<file path="src/design/itoa_pkg.sv">
// itoa_pkg: shared types and constants of the integer to ASCII converter.
// Used by itoa_ctrl, itoa_dp and integer_to_ascii_radix; no dependencies.
`default_nettype none

package itoa_pkg;

    localparam int RADIX_W    = 5;
    localparam int REM_W      = 4;
    localparam int CHAR_W     = 7;
    localparam int O_TDATA_W  = 8;
    localparam int DIV_BITS   = 8;   // quotient bits resolved per divider cycle

    localparam logic [RADIX_W-1:0] RADIX_MIN = 5'd2;
    localparam logic [RADIX_W-1:0] RADIX_MAX = 5'd16;
    localparam logic [RADIX_W-1:0] RADIX_DEC = 5'd10;

    localparam logic [CHAR_W-1:0] CHAR_ZERO  = 7'h30;
    localparam logic [CHAR_W-1:0] CHAR_A     = 7'h41;
    localparam logic [CHAR_W-1:0] CHAR_MINUS = 7'h2D;

    typedef enum logic [1:0] {
        OUT_SIGN  = 2'd0,
        OUT_DIGIT = 2'd1,
        OUT_BAD   = 2'd2
    } t_out_sel;

    typedef struct packed {
        logic     load;
        logic     div_step;
        logic     div_first;
        logic     dig_wr;
        logic     rd_en;
        logic     out_load;
        t_out_sel out_sel;
        logic     out_last;
    } t_cmd;

    typedef struct packed {
        logic bad_in;
        logic neg_dec_in;
        logic quot_zero;
        logic out_free;
    } t_sts;

    function automatic logic [CHAR_W-1:0] digit_char(input logic [REM_W-1:0] d);
        logic [CHAR_W-1:0] c;
        if (d < 4'd10) begin
            c = CHAR_ZERO + CHAR_W'(d);
        end else begin
            c = CHAR_A + CHAR_W'(d - 4'd10);
        end
        return c;
    endfunction

endpackage

`default_nettype wire

</file>
<file path="src/design/integer_to_ascii_radix.sv">
// integer_to_ascii_radix: top level, converts a signed integer to ASCII
// digits in base 2..16. Depends on itoa_pkg, itoa_ctrl and itoa_dp.
//
// Usage:
//   Slave channel: one transaction carries value and radix. Master channel:
//   one transaction per character, most significant digit first, tlast on
//   the final character. A '-' leads only for negative values in base 10.
//   A radix outside 2..16 yields one character of zero with tuser and tlast.
// Sequencing:
//   Each digit takes STEPS = ceil(VALUE_BITS/8) steps of the radix divider,
//   which resolves 8 quotient bits a cycle, then a check for a zero quotient.
//   Each character then takes a digit memory read and an output register load.
//   A new item is taken only once the previous item's last character is in
//   the output register.
// Reset: synchronous, active low; returns to idle with the output empty.
// Stall: a held tready freezes emission; the output register holds its
//   character and tlast/tuser until taken.
`default_nettype none

module integer_to_ascii_radix #(
    parameter int VALUE_BITS = 32
) (
    input  wire                                      i_clk,
    input  wire                                      i_rst_n,
    input  wire                                      i_s_tvalid,
    output logic                                     o_s_tready,
    // value, radix
    input  wire  [((VALUE_BITS+itoa_pkg::RADIX_W+7)/8)*8-1:0] i_s_tdata,
    output logic                                     o_m_tvalid,
    input  wire                                      i_m_tready,
    // ascii_char
    output logic [itoa_pkg::O_TDATA_W-1:0]           o_m_tdata,
    output logic                                     o_m_tlast,  // last_char
    output logic                                     o_m_tuser   // bad_radix
);
    import itoa_pkg::*;

    localparam int AW = $clog2(VALUE_BITS);

    t_cmd                  cmd;
    t_sts                  sts;
    logic [AW-1:0]         wr_addr;
    logic [AW-1:0]         rd_addr;
    logic [VALUE_BITS-1:0] value;
    logic [RADIX_W-1:0]    radix;

    assign value = i_s_tdata[VALUE_BITS-1:0];
    assign radix = i_s_tdata[VALUE_BITS+RADIX_W-1:VALUE_BITS];

    itoa_ctrl #(
        .VALUE_BITS (VALUE_BITS)
    ) u_ctrl (
        .i_clk      (i_clk),
        .i_rst_n    (i_rst_n),
        .i_s_tvalid (i_s_tvalid),
        .o_s_tready (o_s_tready),
        .i_sts      (sts),
        .o_cmd      (cmd),
        .o_wr_addr  (wr_addr),
        .o_rd_addr  (rd_addr)
    );

    itoa_dp #(
        .VALUE_BITS (VALUE_BITS)
    ) u_dp (
        .i_clk      (i_clk),
        .i_rst_n    (i_rst_n),
        .i_value    (value),
        .i_radix    (radix),
        .i_cmd      (cmd),
        .i_wr_addr  (wr_addr),
        .i_rd_addr  (rd_addr),
        .o_sts      (sts),
        .o_m_tvalid (o_m_tvalid),
        .i_m_tready (i_m_tready),
        .o_m_tdata  (o_m_tdata),
        .o_m_tlast  (o_m_tlast),
        .o_m_tuser  (o_m_tuser)
    );

endmodule

`default_nettype wire

</file>
<file path="src/design/itoa_dp.sv">
// itoa_dp: datapath - magnitude/quotient register, radix divider,
// digit memory and output register. Depends on itoa_pkg.
`default_nettype none

module itoa_dp #(
    parameter int VALUE_BITS = 32
) (
    input  wire                              i_clk,
    input  wire                              i_rst_n,
    input  wire  [VALUE_BITS-1:0]            i_value,
    input  wire  [itoa_pkg::RADIX_W-1:0]     i_radix,
    input  wire  itoa_pkg::t_cmd             i_cmd,
    input  wire  [$clog2(VALUE_BITS)-1:0]    i_wr_addr,
    input  wire  [$clog2(VALUE_BITS)-1:0]    i_rd_addr,
    output itoa_pkg::t_sts                   o_sts,
    output logic                             o_m_tvalid,
    input  wire                              i_m_tready,
    output logic [itoa_pkg::O_TDATA_W-1:0]   o_m_tdata,   // ascii_char
    output logic                             o_m_tlast,   // last_char
    output logic                             o_m_tuser    // bad_radix
);
    import itoa_pkg::*;

    localparam int STEPS = (VALUE_BITS + DIV_BITS - 1) / DIV_BITS;
    localparam int WBITS = STEPS * DIV_BITS;

    logic [WBITS-1:0]      r_quot, n_quot;
    logic [REM_W-1:0]      r_rem, n_rem;
    logic [RADIX_W-1:0]    r_base;
    logic [REM_W-1:0]      r_mem [VALUE_BITS];
    logic [REM_W-1:0]      r_rd_data;
    logic [CHAR_W-1:0]     r_char, n_char;
    logic [VALUE_BITS-1:0] mag;
    logic [RADIX_W-1:0]    t;

    assign mag = i_value[VALUE_BITS-1] ? (~i_value + 1'b1) : i_value;

    // restoring division, DIV_BITS quotient bits per cycle
    always_comb begin
        n_rem  = i_cmd.div_first ? '0 : r_rem;
        n_quot = r_quot;
        t      = '0;
        for (int j = 0; j < DIV_BITS; j++) begin
            t      = {n_rem, n_quot[WBITS-1]};
            n_quot = {n_quot[WBITS-2:0], 1'b0};
            if (t >= r_base) begin
                n_rem     = REM_W'(t - r_base);
                n_quot[0] = 1'b1;
            end else begin
                n_rem = t[REM_W-1:0];
            end
        end
    end

    always_ff @(posedge i_clk) begin
        if (i_cmd.load) begin
            r_quot <= WBITS'(mag);
            r_base <= i_radix;
        end else if (i_cmd.div_step) begin
            r_quot <= n_quot;
            r_rem  <= n_rem;
        end
    end

    always_ff @(posedge i_clk) begin
        if (i_cmd.dig_wr) begin
            r_mem[i_wr_addr] <= n_rem;
        end
        if (i_cmd.rd_en) begin
            r_rd_data <= r_mem[i_rd_addr];
        end
    end

    always_comb begin
        case (i_cmd.out_sel)
            OUT_SIGN:  n_char = CHAR_MINUS;
            OUT_DIGIT: n_char = digit_char(r_rd_data);
            default:   n_char = '0;
        endcase
    end

    always_ff @(posedge i_clk) begin
        if (!i_rst_n) begin
            o_m_tvalid <= 1'b0;
        end else if (i_cmd.out_load) begin
            o_m_tvalid <= 1'b1;
        end else if (i_m_tready) begin
            o_m_tvalid <= 1'b0;
        end
    end

    always_ff @(posedge i_clk) begin
        if (i_cmd.out_load) begin
            r_char    <= n_char;
            o_m_tlast <= i_cmd.out_last;
            o_m_tuser <= (i_cmd.out_sel == OUT_BAD);
        end
    end

    assign o_m_tdata = {1'b0, r_char};

    assign o_sts.bad_in     = (i_radix < RADIX_MIN) || (i_radix > RADIX_MAX);
    assign o_sts.neg_dec_in = i_value[VALUE_BITS-1] && (i_radix == RADIX_DEC);
    assign o_sts.quot_zero  = (r_quot == '0);
    assign o_sts.out_free   = !o_m_tvalid || i_m_tready;

endmodule

`default_nettype wire

</file>
<file path="src/design/itoa_ctrl.sv">
// itoa_ctrl: controller FSM - divider sequencing, digit count, sign and
// bad-radix responses and most-significant-first emission. Depends on itoa_pkg.
`default_nettype none

module itoa_ctrl #(
    parameter int VALUE_BITS = 32
) (
    input  wire                              i_clk,
    input  wire                              i_rst_n,
    input  wire                              i_s_tvalid,
    output logic                             o_s_tready,
    input  wire  itoa_pkg::t_sts             i_sts,
    output itoa_pkg::t_cmd                   o_cmd,
    output logic [$clog2(VALUE_BITS)-1:0]    o_wr_addr,
    output logic [$clog2(VALUE_BITS)-1:0]    o_rd_addr
);
    import itoa_pkg::*;

    localparam int STEPS  = (VALUE_BITS + DIV_BITS - 1) / DIV_BITS;
    localparam int STEP_W = (STEPS > 1) ? $clog2(STEPS) : 1;
    localparam int AW     = $clog2(VALUE_BITS);
    localparam int CNT_W  = $clog2(VALUE_BITS + 1);

    localparam logic [2:0] S_IDLE = 3'd0;
    localparam logic [2:0] S_DIV  = 3'd1;
    localparam logic [2:0] S_CHK  = 3'd2;
    localparam logic [2:0] S_SIGN = 3'd3;
    localparam logic [2:0] S_RD   = 3'd4;
    localparam logic [2:0] S_OUT  = 3'd5;
    localparam logic [2:0] S_BAD  = 3'd6;

    logic [2:0]        r_state, n_state;
    logic [STEP_W-1:0] r_step, n_step;
    logic [CNT_W-1:0]  r_cnt, n_cnt;
    logic [AW-1:0]     r_idx, n_idx;
    logic              r_neg, n_neg;
    logic [CNT_W-1:0]  cnt_m1;
    logic              accept;

    assign o_s_tready = (r_state == S_IDLE);
    assign accept     = i_s_tvalid && o_s_tready;
    assign cnt_m1     = r_cnt - 1'b1;
    assign o_wr_addr  = r_cnt[AW-1:0];
    assign o_rd_addr  = r_idx;

    always_comb begin
        n_state = r_state;
        n_step  = r_step;
        n_cnt   = r_cnt;
        n_idx   = r_idx;
        n_neg   = r_neg;
        o_cmd   = '0;
        unique case (r_state)
            S_IDLE: begin
                if (accept) begin
                    if (i_sts.bad_in) begin
                        n_state = S_BAD;
                    end else begin
                        o_cmd.load = 1'b1;
                        n_neg      = i_sts.neg_dec_in;
                        n_cnt      = '0;
                        n_step     = '0;
                        n_state    = S_DIV;
                    end
                end
            end
            S_DIV: begin
                o_cmd.div_step  = 1'b1;
                o_cmd.div_first = (r_step == '0);
                if (r_step == STEP_W'(STEPS - 1)) begin
                    o_cmd.dig_wr = 1'b1;
                    n_cnt        = r_cnt + 1'b1;
                    n_step       = '0;
                    n_state      = S_CHK;
                end else begin
                    n_step = r_step + 1'b1;
                end
            end
            S_CHK: begin
                if (i_sts.quot_zero) begin
                    n_idx   = cnt_m1[AW-1:0];
                    n_state = r_neg ? S_SIGN : S_RD;
                end else begin
                    n_state = S_DIV;
                end
            end
            S_SIGN: begin
                if (i_sts.out_free) begin
                    o_cmd.out_load = 1'b1;
                    o_cmd.out_sel  = OUT_SIGN;
                    n_state        = S_RD;
                end
            end
            S_RD: begin
                o_cmd.rd_en = 1'b1;
                n_state     = S_OUT;
            end
            S_OUT: begin
                o_cmd.out_sel = OUT_DIGIT;
                if (i_sts.out_free) begin
                    o_cmd.out_load = 1'b1;
                    o_cmd.out_last = (r_idx == '0);
                    if (r_idx == '0) begin
                        n_state = S_IDLE;
                    end else begin
                        n_idx   = r_idx - 1'b1;
                        n_state = S_RD;
                    end
                end
            end
            S_BAD: begin
                o_cmd.out_sel = OUT_BAD;
                if (i_sts.out_free) begin
                    o_cmd.out_load = 1'b1;
                    o_cmd.out_last = 1'b1;
                    n_state        = S_IDLE;
                end
            end
            default: begin
                n_state = S_IDLE;
            end
        endcase
    end

    always_ff @(posedge i_clk) begin
        if (!i_rst_n) begin
            r_state <= S_IDLE;
            r_step  <= '0;
            r_cnt   <= '0;
            r_neg   <= 1'b0;
        end else begin
            r_state <= n_state;
            r_step  <= n_step;
            r_cnt   <= n_cnt;
            r_neg   <= n_neg;
        end
    end

    always_ff @(posedge i_clk) begin
        r_idx <= n_idx;
    end

    a_load_when_free: assert property (@(posedge i_clk) disable iff (!i_rst_n)
        o_cmd.out_load |-> i_sts.out_free)
        else $error("output register overwritten while occupied");

    a_cnt_in_range: assert property (@(posedge i_clk) disable iff (!i_rst_n)
        (r_state == S_DIV) |-> (r_cnt < CNT_W'(VALUE_BITS)))
        else $error("digit count overflow");

    a_bad_path: assert property (@(posedge i_clk) disable iff (!i_rst_n)
        (accept && i_sts.bad_in) |=> (r_state == S_BAD))
        else $error("bad radix not routed to error response");

    a_last_ends: assert property (@(posedge i_clk) disable iff (!i_rst_n)
        (o_cmd.out_load && o_cmd.out_last) |=> (r_state == S_IDLE))
        else $error("conversion continued after last character");

endmodule

`default_nettype wire
</file>
<file path="config.mk">
export PLATFORM = sky130hd
export DESIGN_NAME = integer_to_ascii_radix
export DESIGN_NICKNAME = d
export VERILOG_FILES = /design/src/design/itoa_pkg.sv /design/src/design/integer_to_ascii_radix.sv /design/src/design/itoa_dp.sv /design/src/design/itoa_ctrl.sv
export SDC_FILE = /design/constraint.sdc
export NUM_CORES = 1
export LEC_CHECK = 0
export CAP_MARGIN = 20
export CORE_UTILIZATION = 45
export DETAILED_ROUTE_END_ITERATION = 12
export DONT_BUFFER_PORTS = 1
export PLACE_DENSITY = 0.63
export SYNTH_ARGS = -nofsm -noshare
export SYNTH_HDL_FRONTEND = slang
export SYNTH_SLANG_ARGS = --single-unit
export TNS_END_PERCENT = 5
</file>
<file path="constraint.sdc">
create_clock -name i_clk -period 14.9 [get_ports i_clk]
set_clock_uncertainty 0.15 [all_clocks]
set_input_delay 2.98 -clock i_clk [delete_from_list [all_inputs] [get_ports i_clk]]
set_output_delay 2.98 -clock i_clk [all_outputs]
set_load 0.005 [all_outputs]
</file>
**Word-level counts from Yosys, hierarchy flattened**

Memories as Yosys holds them, arrays and structs flattened. A register that Yosys moved wholly into a read port is not among the register bits.
Cells that the tools add are included.

- $add $sub $neg: 16
- $mul: 0
- Div/mod/pow operators: 0
- Magnitude comparators: 11
- Equality and inequality tests: 18
- Shift operators: 0
- Multiplexer cells: 59
- Bitwise gates (word level): 3
- Reductions and logical operators: 20

Operators with widths:

| cell | number |
|---|---|
| $mux 32 | 3 |
| $ge 5x5->1 | 8 |
| $mux 4 | 9 |
| $mux 3 | 11 |
| $add 32x1->32 const B | 1 |
| $logic_not 32->1 | 1 |
| $not 32->32 | 1 |
| $sub 4x4->4 | 8 |
| $pmux 3 s7 | 1 |
| $mux 1 | 19 |
| $mux 6 | 3 |
| $mux 5 | 3 |
| $ne 2x2->1 const B | 7 |
| $pmux 7 s2 | 1 |
| $pmux 6 s2 | 1 |
| $pmux 5 s2 | 1 |
| $sub 5x1->5 const B | 2 |
| $eq 3x3->1 const B | 3 |
| $pmux 3 s3 | 1 |
| $reduce_and 4->1 | 2 |
| $reduce_bool 2->1 | 4 |
| $add 6x4->7 const A | 1 |
| $add 7x7->7 const A | 1 |
| $mux 7 | 1 |
| other kinds (25) | 34 |

- Register bits: 68
- Latch bits: 0
- Bits in writable memories: 128
- Bits in read-only memories: 0
- Bits of input ports: 44
- Output and inout bits: 12
- Memories: 1

Memories:

| name | words | width | read ports | clocked after memory_dff | write ports | RTL line | text |
|---|---|---|---|---|---|---|---|
| u_dp.r_mem | 32 | 4 | 1 | 1 | 1 | itoa_dp.sv:30 | `logic [REM_W-1:0] r_mem [VALUE_BITS];` |

**Longest topological paths before layout**

- Depth in word-level cells: 22
- Mapped depth: 55
- Gate-level depth less buffers: 54

**Hierarchy**

A second synthesis with hierarchy kept.

- Cells, all modules: 875
- Area total of the unflattened synthesis: 11069.4 sq um

Modules (own cells, without submodules):

| module | instances | cells an instance | area an instance (sq um) | sequential area each (sq um) |
|---|---|---|---|---|
| itoa_dp | 1 | 753 | 9967.1 | 5485.3 |
| itoa_ctrl | 1 | 122 | 1102.3 | 370.4 |

**Worst setup path before layout**

No wires, ideal clock.

- Path kind: reg2reg
- From: register u_ctrl.r_step[0]
- To: memory u_dp.r_mem[0][0] (data pin)
- Arrival time: 11.233 ns
- Data required time: 14.368 ns
- Path slack: 3.134 ns
- Stages on the path, launching flop included: 49
- Buffers on the path: 1
- Clock period less this slack: 11.766 ns
- Path through: dfxtp_1 -> inv_1 -> ha_1 -> nand4bb_1 -> clkbuf_2 -> and2_1 -> ha_1 -> nand2_1 -> a211o_1 -> o21ai_2 -> mux2i_1 -> inv_1 -> ha_1 -> nand2_1 -> o21ai_0 -> a211oi_1 -> nor2_1 -> mux2_2 -> (+13 left out) -> mux2_2 -> a311o_1 -> inv_1 -> ha_1 -> a21o_1 -> a31oi_1 -> o21ai_1 -> mux2i_1 -> ha_1 -> a21o_1 -> a31oi_1 -> o21ai_1 -> mux2_2 -> ha_1 -> nand2_1 -> o21ai_1 -> nor2_1 -> a21oi_1

- Longest elaborated chain between the ends: 19
- Elaborated cells on any way between the ends: 26
- Those cells by class: add/sub: 7; order compare: 8; mux: 10; reduce/logical: 1

Ends and longest elaborated chain:

| item | RTL line | text |
|---|---|---|
| from (decl) | itoa_ctrl.sv:33 | `logic [STEP_W-1:0] r_step, n_step;` |
| from (signal assigned) | itoa_ctrl.sv:133 | `r_step <= n_step;` |
| $logic_not 2->1 * | itoa_ctrl.sv:69 | `o_cmd.div_first = (r_step == '0);` |
| $mux 3 * | itoa_ctrl.sv:53 | `unique case (r_state)` |
| $mux 4 * | itoa_dp.sv:40 | `n_rem = i_cmd.div_first ? '0 : r_rem;` |
| $sub 4x4->4 or $ge 5x5->1 (tied branches) | itoa_dp.sv:47, itoa_dp.sv:46 |  |
| $mux 4 * | itoa_dp.sv:46 | `if (t >= r_base) begin` |
| $sub 4x4->4 or $ge 5x5->1 (tied branches) | itoa_dp.sv:47, itoa_dp.sv:46 |  |
| $mux 4 * | itoa_dp.sv:46 |  |
| $sub 4x4->4 or $ge 5x5->1 (tied branches) | itoa_dp.sv:47, itoa_dp.sv:46 |  |
| (+4 left out) | - |  |
| $mux 4 * | itoa_dp.sv:46 |  |
| $sub 4x4->4 or $ge 5x5->1 (tied branches) | itoa_dp.sv:47, itoa_dp.sv:46 |  |
| $mux 4 * | itoa_dp.sv:46 |  |
| $sub 4x4->4 or $ge 5x5->1 (tied branches) | itoa_dp.sv:47, itoa_dp.sv:46 |  |
| $mux 4 * | itoa_dp.sv:46 |  |
| $ge 5x5->1 * | itoa_dp.sv:46 |  |
| $mux 4 * | itoa_dp.sv:46 |  |
| named net u_dp.n_rem[0] | itoa_dp.sv:28 | `logic [REM_W-1:0] r_rem, n_rem;` |
| to (decl) | itoa_dp.sv:30 |  |

Mark *: on every way through the listed nets, which the timed path passes. The rest lies on a longest branch.

**Final worst setup path**

- From: register u_ctrl.r_state[0]
- To: memory u_dp.r_mem[4][3] (data pin)

- Longest elaborated chain between the ends: 19
- Elaborated cells on any way between the ends: 27
- Those cells by class: add/sub: 8; order compare: 8; eq/ne: 1; mux: 10

Ends and longest elaborated chain:

| item | RTL line | text |
|---|---|---|
| from (decl) | itoa_ctrl.sv:32 | `logic [2:0] r_state, n_state;` |
| from (signal assigned) | itoa_ctrl.sv:132 | `r_state <= n_state;` |
| $eq 3x1->1 * | itoa_ctrl.sv:53 |  |
| $mux 3 * | itoa_ctrl.sv:53 |  |
| $mux 4 * | itoa_dp.sv:40 |  |
| $sub 4x4->4 or $ge 5x5->1 (tied branches) | itoa_dp.sv:47, itoa_dp.sv:46 |  |
| $mux 4 * | itoa_dp.sv:46 |  |
| $sub 4x4->4 or $ge 5x5->1 (tied branches) | itoa_dp.sv:47, itoa_dp.sv:46 |  |
| $mux 4 * | itoa_dp.sv:46 |  |
| $sub 4x4->4 or $ge 5x5->1 (tied branches) | itoa_dp.sv:47, itoa_dp.sv:46 |  |
| (+4 left out) | - |  |
| $mux 4 * | itoa_dp.sv:46 |  |
| $ge 5x5->1 or $sub 4x4->4 (tied branches) | itoa_dp.sv:46, itoa_dp.sv:47 |  |
| $mux 4 * | itoa_dp.sv:46 |  |
| $sub 4x4->4 or $ge 5x5->1 (tied branches) | itoa_dp.sv:47, itoa_dp.sv:46 |  |
| $mux 4 * | itoa_dp.sv:46 |  |
| $sub 4x4->4 or $ge 5x5->1 (tied branches) | itoa_dp.sv:47, itoa_dp.sv:46 |  |
| $mux 4 * | itoa_dp.sv:46 |  |
| named net u_dp.n_rem[3] | itoa_dp.sv:28 |  |

Marks and branches as above.

==> results.py <==
metrics = {
    "status": {
        "outcome": "finished clean",
    },
    "synthesis": {
        "yosysWarnings": 0,
        "synth_mux_area_frac": 0.0996,
        "synth.distinct_cells": 69,
        "synth-simple-area-share": 0.110,
        "synthesis.area_um2": 11000,
        "synth-edff-count": 187,
        "synth_compound_area_frac": 0.109,
        "yosys.area_share.adder": 0.0709,
        "synthXorXnorAreaFrac": 0.0463,
        "syn_avg_cell_area_um2": 12.2,
        "synth_async_sr_flop_share": 0,
        "seq_area_frac_synth": 0.534,
        "synth_top_family_by_area": "simple AND/OR/NAND/NOR gates",
        "ys_ff_latch": 199,
        "synthCells": 900,
        "ys.flop_type": "edfxtp_1",
        "syn-num-nets": 1002,
    },
    "routing": {
        "via_count": 6979,
        "drc": 0,
        "via_per_inst": 5.71,
        "routedWlPerCell_um": 19.4,
        "drt_iter0_markers": 662,
        "dr.pass1.iters": 5,
        "routed_wl_mm": 23.7,
        "ant_nets": 0,
    },
    "critical_path": {
        "timing.rr.end": "u_dp.r_mem[4][3]",
        "worstSetupStartpointType": "register",
        "reg2reg_from": "u_ctrl.r_state[0]",
        "rrSetupSlack_ps": 1330,
        "crit_type": "register to register",
        "timing.critical_path.slowest_stage_cell": "dfxtp_1",
        "cpPeakStageDelay_ps": 630,
        "reg2regPathDepth": 45,
        "crit_required_ps": 14880,
        "end_kind": "register",
        "crit_arrival_ps": 13550,
        "cp_common_cell": "ha_1",
        "crit_path_max_fanout": 33,
    },
    "placement": {
        "gp_congestion": 0.779,
        "dp_cells": 1190,
        "dp_hpwl_mm": 16.2,
        "port_buffers": 0,
    },
    "floorplan": {
        "dieHeight_um": 158,
        "rows": 56,
        "io_pins": 56,
        "die_w_um": 158,
        "start_util": 0.463,
        "die_area_um2": 25000,
        "core_area_um2": 23700,
    },
    "final_layout": {
        "fin_cells": 1222,
        "multi_input_area_um2": 4810,
        "ff_latch_area_um2": 5860,
        "area_growth_pct": 8.61,
        "drive_gt1_frac": 0.111,
        "final_common_cell": "edfxtp_1",
        "diodes": 0,
        "nFillCells": 2075,
        "nNetsFinal": 992,
        "layout_common_cells": "187 x edfxtp_1, 74 x nor2_1, 68 x nand2_1, 51 x ha_1, 50 x inv_1",
    },
    "timing": {
        "max_slew_margin": 0.352,
        "rsz0062_at_grt": "false",
        "fin_crit_ps": 13570,
        "final_hold_viol_count": 0,
        "worst_pin_slew_ps": 969,
        "fin_crit_sh": 0.911,
        "fin_tns_setup_ps": 0,
        "drv_slew": 0,
        "maxClockFrequency_ghz": 0.0737,
        "finalSetupViolations": 0,
    },
    "clock_network": {
        "clk_pin_slew_ps": 80,
        "cts_setup_buffers": 0,
        "cts_tree": "done",
        "clk_latency_ps": 440,
        "clock_sinks": 199,
        "root_buffer": "clkbuf_16",
        "numCtsBuffers": 17,
        "clockBufferDepth": 2,
        "h-tree-depth": 4,
    },
    "global_route": {
        "groute.usage.overall": 0.200,
        "grt_pass1_wl_mm": 37.2,
        "grt_pass1_vias": 6622,
        "grt-ovfl-total": 0,
        "antenna_found_initial": 0,
        "grt_max_degree": 58,
    },
    "hold_path": {
        "holdPathStages": 2,
        "hp-start": "u_ctrl.r_step[1]",
        "min_to": "u_ctrl.r_step[1]",
        "hp-class": "register to register",
    },
    "job": {
        "cap_viol_max_count": 0,
    },
}
## sequential cells by signal (all words and copies together), names as in the netlist
name              count
u_ctrl.r_cnt          5
u_ctrl.r_step         2
u_ctrl.r_state        3
u_dp.r_base           5
u_dp.r_rd_data        4
u_ctrl.o_rd_addr      5
u_dp.o_m_tlast        1
u_ctrl.r_neg          1
u_dp.r_mem          128
u_dp.r_rem            4
u_dp.r_char           7
u_dp.o_m_tuser        1
u_dp.r_quot          32
u_dp.o_m_tvalid       1
## routing by layer
metal	GRT usage	up-vias	wire [um]
met3	0.0296	29	1280
met2	0.304	179	10900
met4	0.0691	0	437
met5	0	-	0
li1	-	3363	-
met1	0.292	3408	11100
## synth_stat cells (12+ instances only)
cell	n	area [um^2]
edfxtp_1	187	5620
nor2_1	74	278
nand2_1	68	255
ha_1	51	638
a21oi_1	50	250
inv_1	50	188
o21ai_0	46	230
xor2_1	38	333
mux4_2	30	676
mux2i_1	27	270
clkbuf_1	21	78.8
xnor2_1	20	175
a21o_1	14	105
mux2_2	13	146
nor3_1	13	65.1
nor4_1	13	81.3
dfxtp_1	12	240
nand2b_1	12	75.1
## layout make-up
class / count / share of cell area
clock inverters: 15 / 0.0171
inverters: 50 / 0.0157
multi-input cells: 617 / 0.403
flip-flops and latches: 199 / 0.491
repair buffers: 5 / 0.00315
clock buffers: 17 / 0.0357
well taps: 319 / 0.0335
## kinds of logic after synthesis
logic type,count (synthesis)
flops,199
simple gates,243
fa+ha+maj,58
xor+xnor,58
compound gates,187
mux,70
other cells,1
buf+inv,84
## stage by stage
stage               cell area [um^2]  utilization  setup slack (ps)  hold slack, ps
floorplan                      11000            -              3130             307
global placement               11300        0.476              1180             333
detailed placement             11300        0.476              1070             339
CTS                            11900        0.502              1030             351
global route                   11900        0.503               101             385
finish                         11900        0.503              1330             351
## critical path, delay by kind of cell, from the launching register on
kind | cells | cell delay, ps
adders and majority gates | 8 | 2560
and+or+nand+nor | 5 | 1210
buffers and inverters | 4 | 420
DFF | 1 | 630
muxes | 4 | 1650
AOI/OAI and AO/OA | 24 | 6620
## worst max-delay path by stage
stage	from	end	cells past startpoint
finish	u_ctrl.r_state[0]	u_dp.r_mem[4][3]	45
global route	u_ctrl.r_state[0]	u_dp.r_mem[16][0]	49
CTS	u_ctrl.r_state[0]	u_dp.r_mem[8][3]	45
detailed placement	u_ctrl.r_state[0]	u_dp.r_mem[15][3]	45
global placement	u_ctrl.r_state[0]	u_dp.r_mem[15][3]	46
floorplan	u_ctrl.r_step[0]	u_dp.r_mem[0][0]	48
## repair_timing
| item | 4_1_cts | 5_1_grt |
|---|---|---|
| hold buffers | 0 | 0 |
| endpoints found under the setup margin | 0 | 132 |
| resized for setup | 0 | 4 |
Power is left out: the tool's default activity adds up to more than one toggle a clock period on the data nets, which glitch-free logic cannot reach.
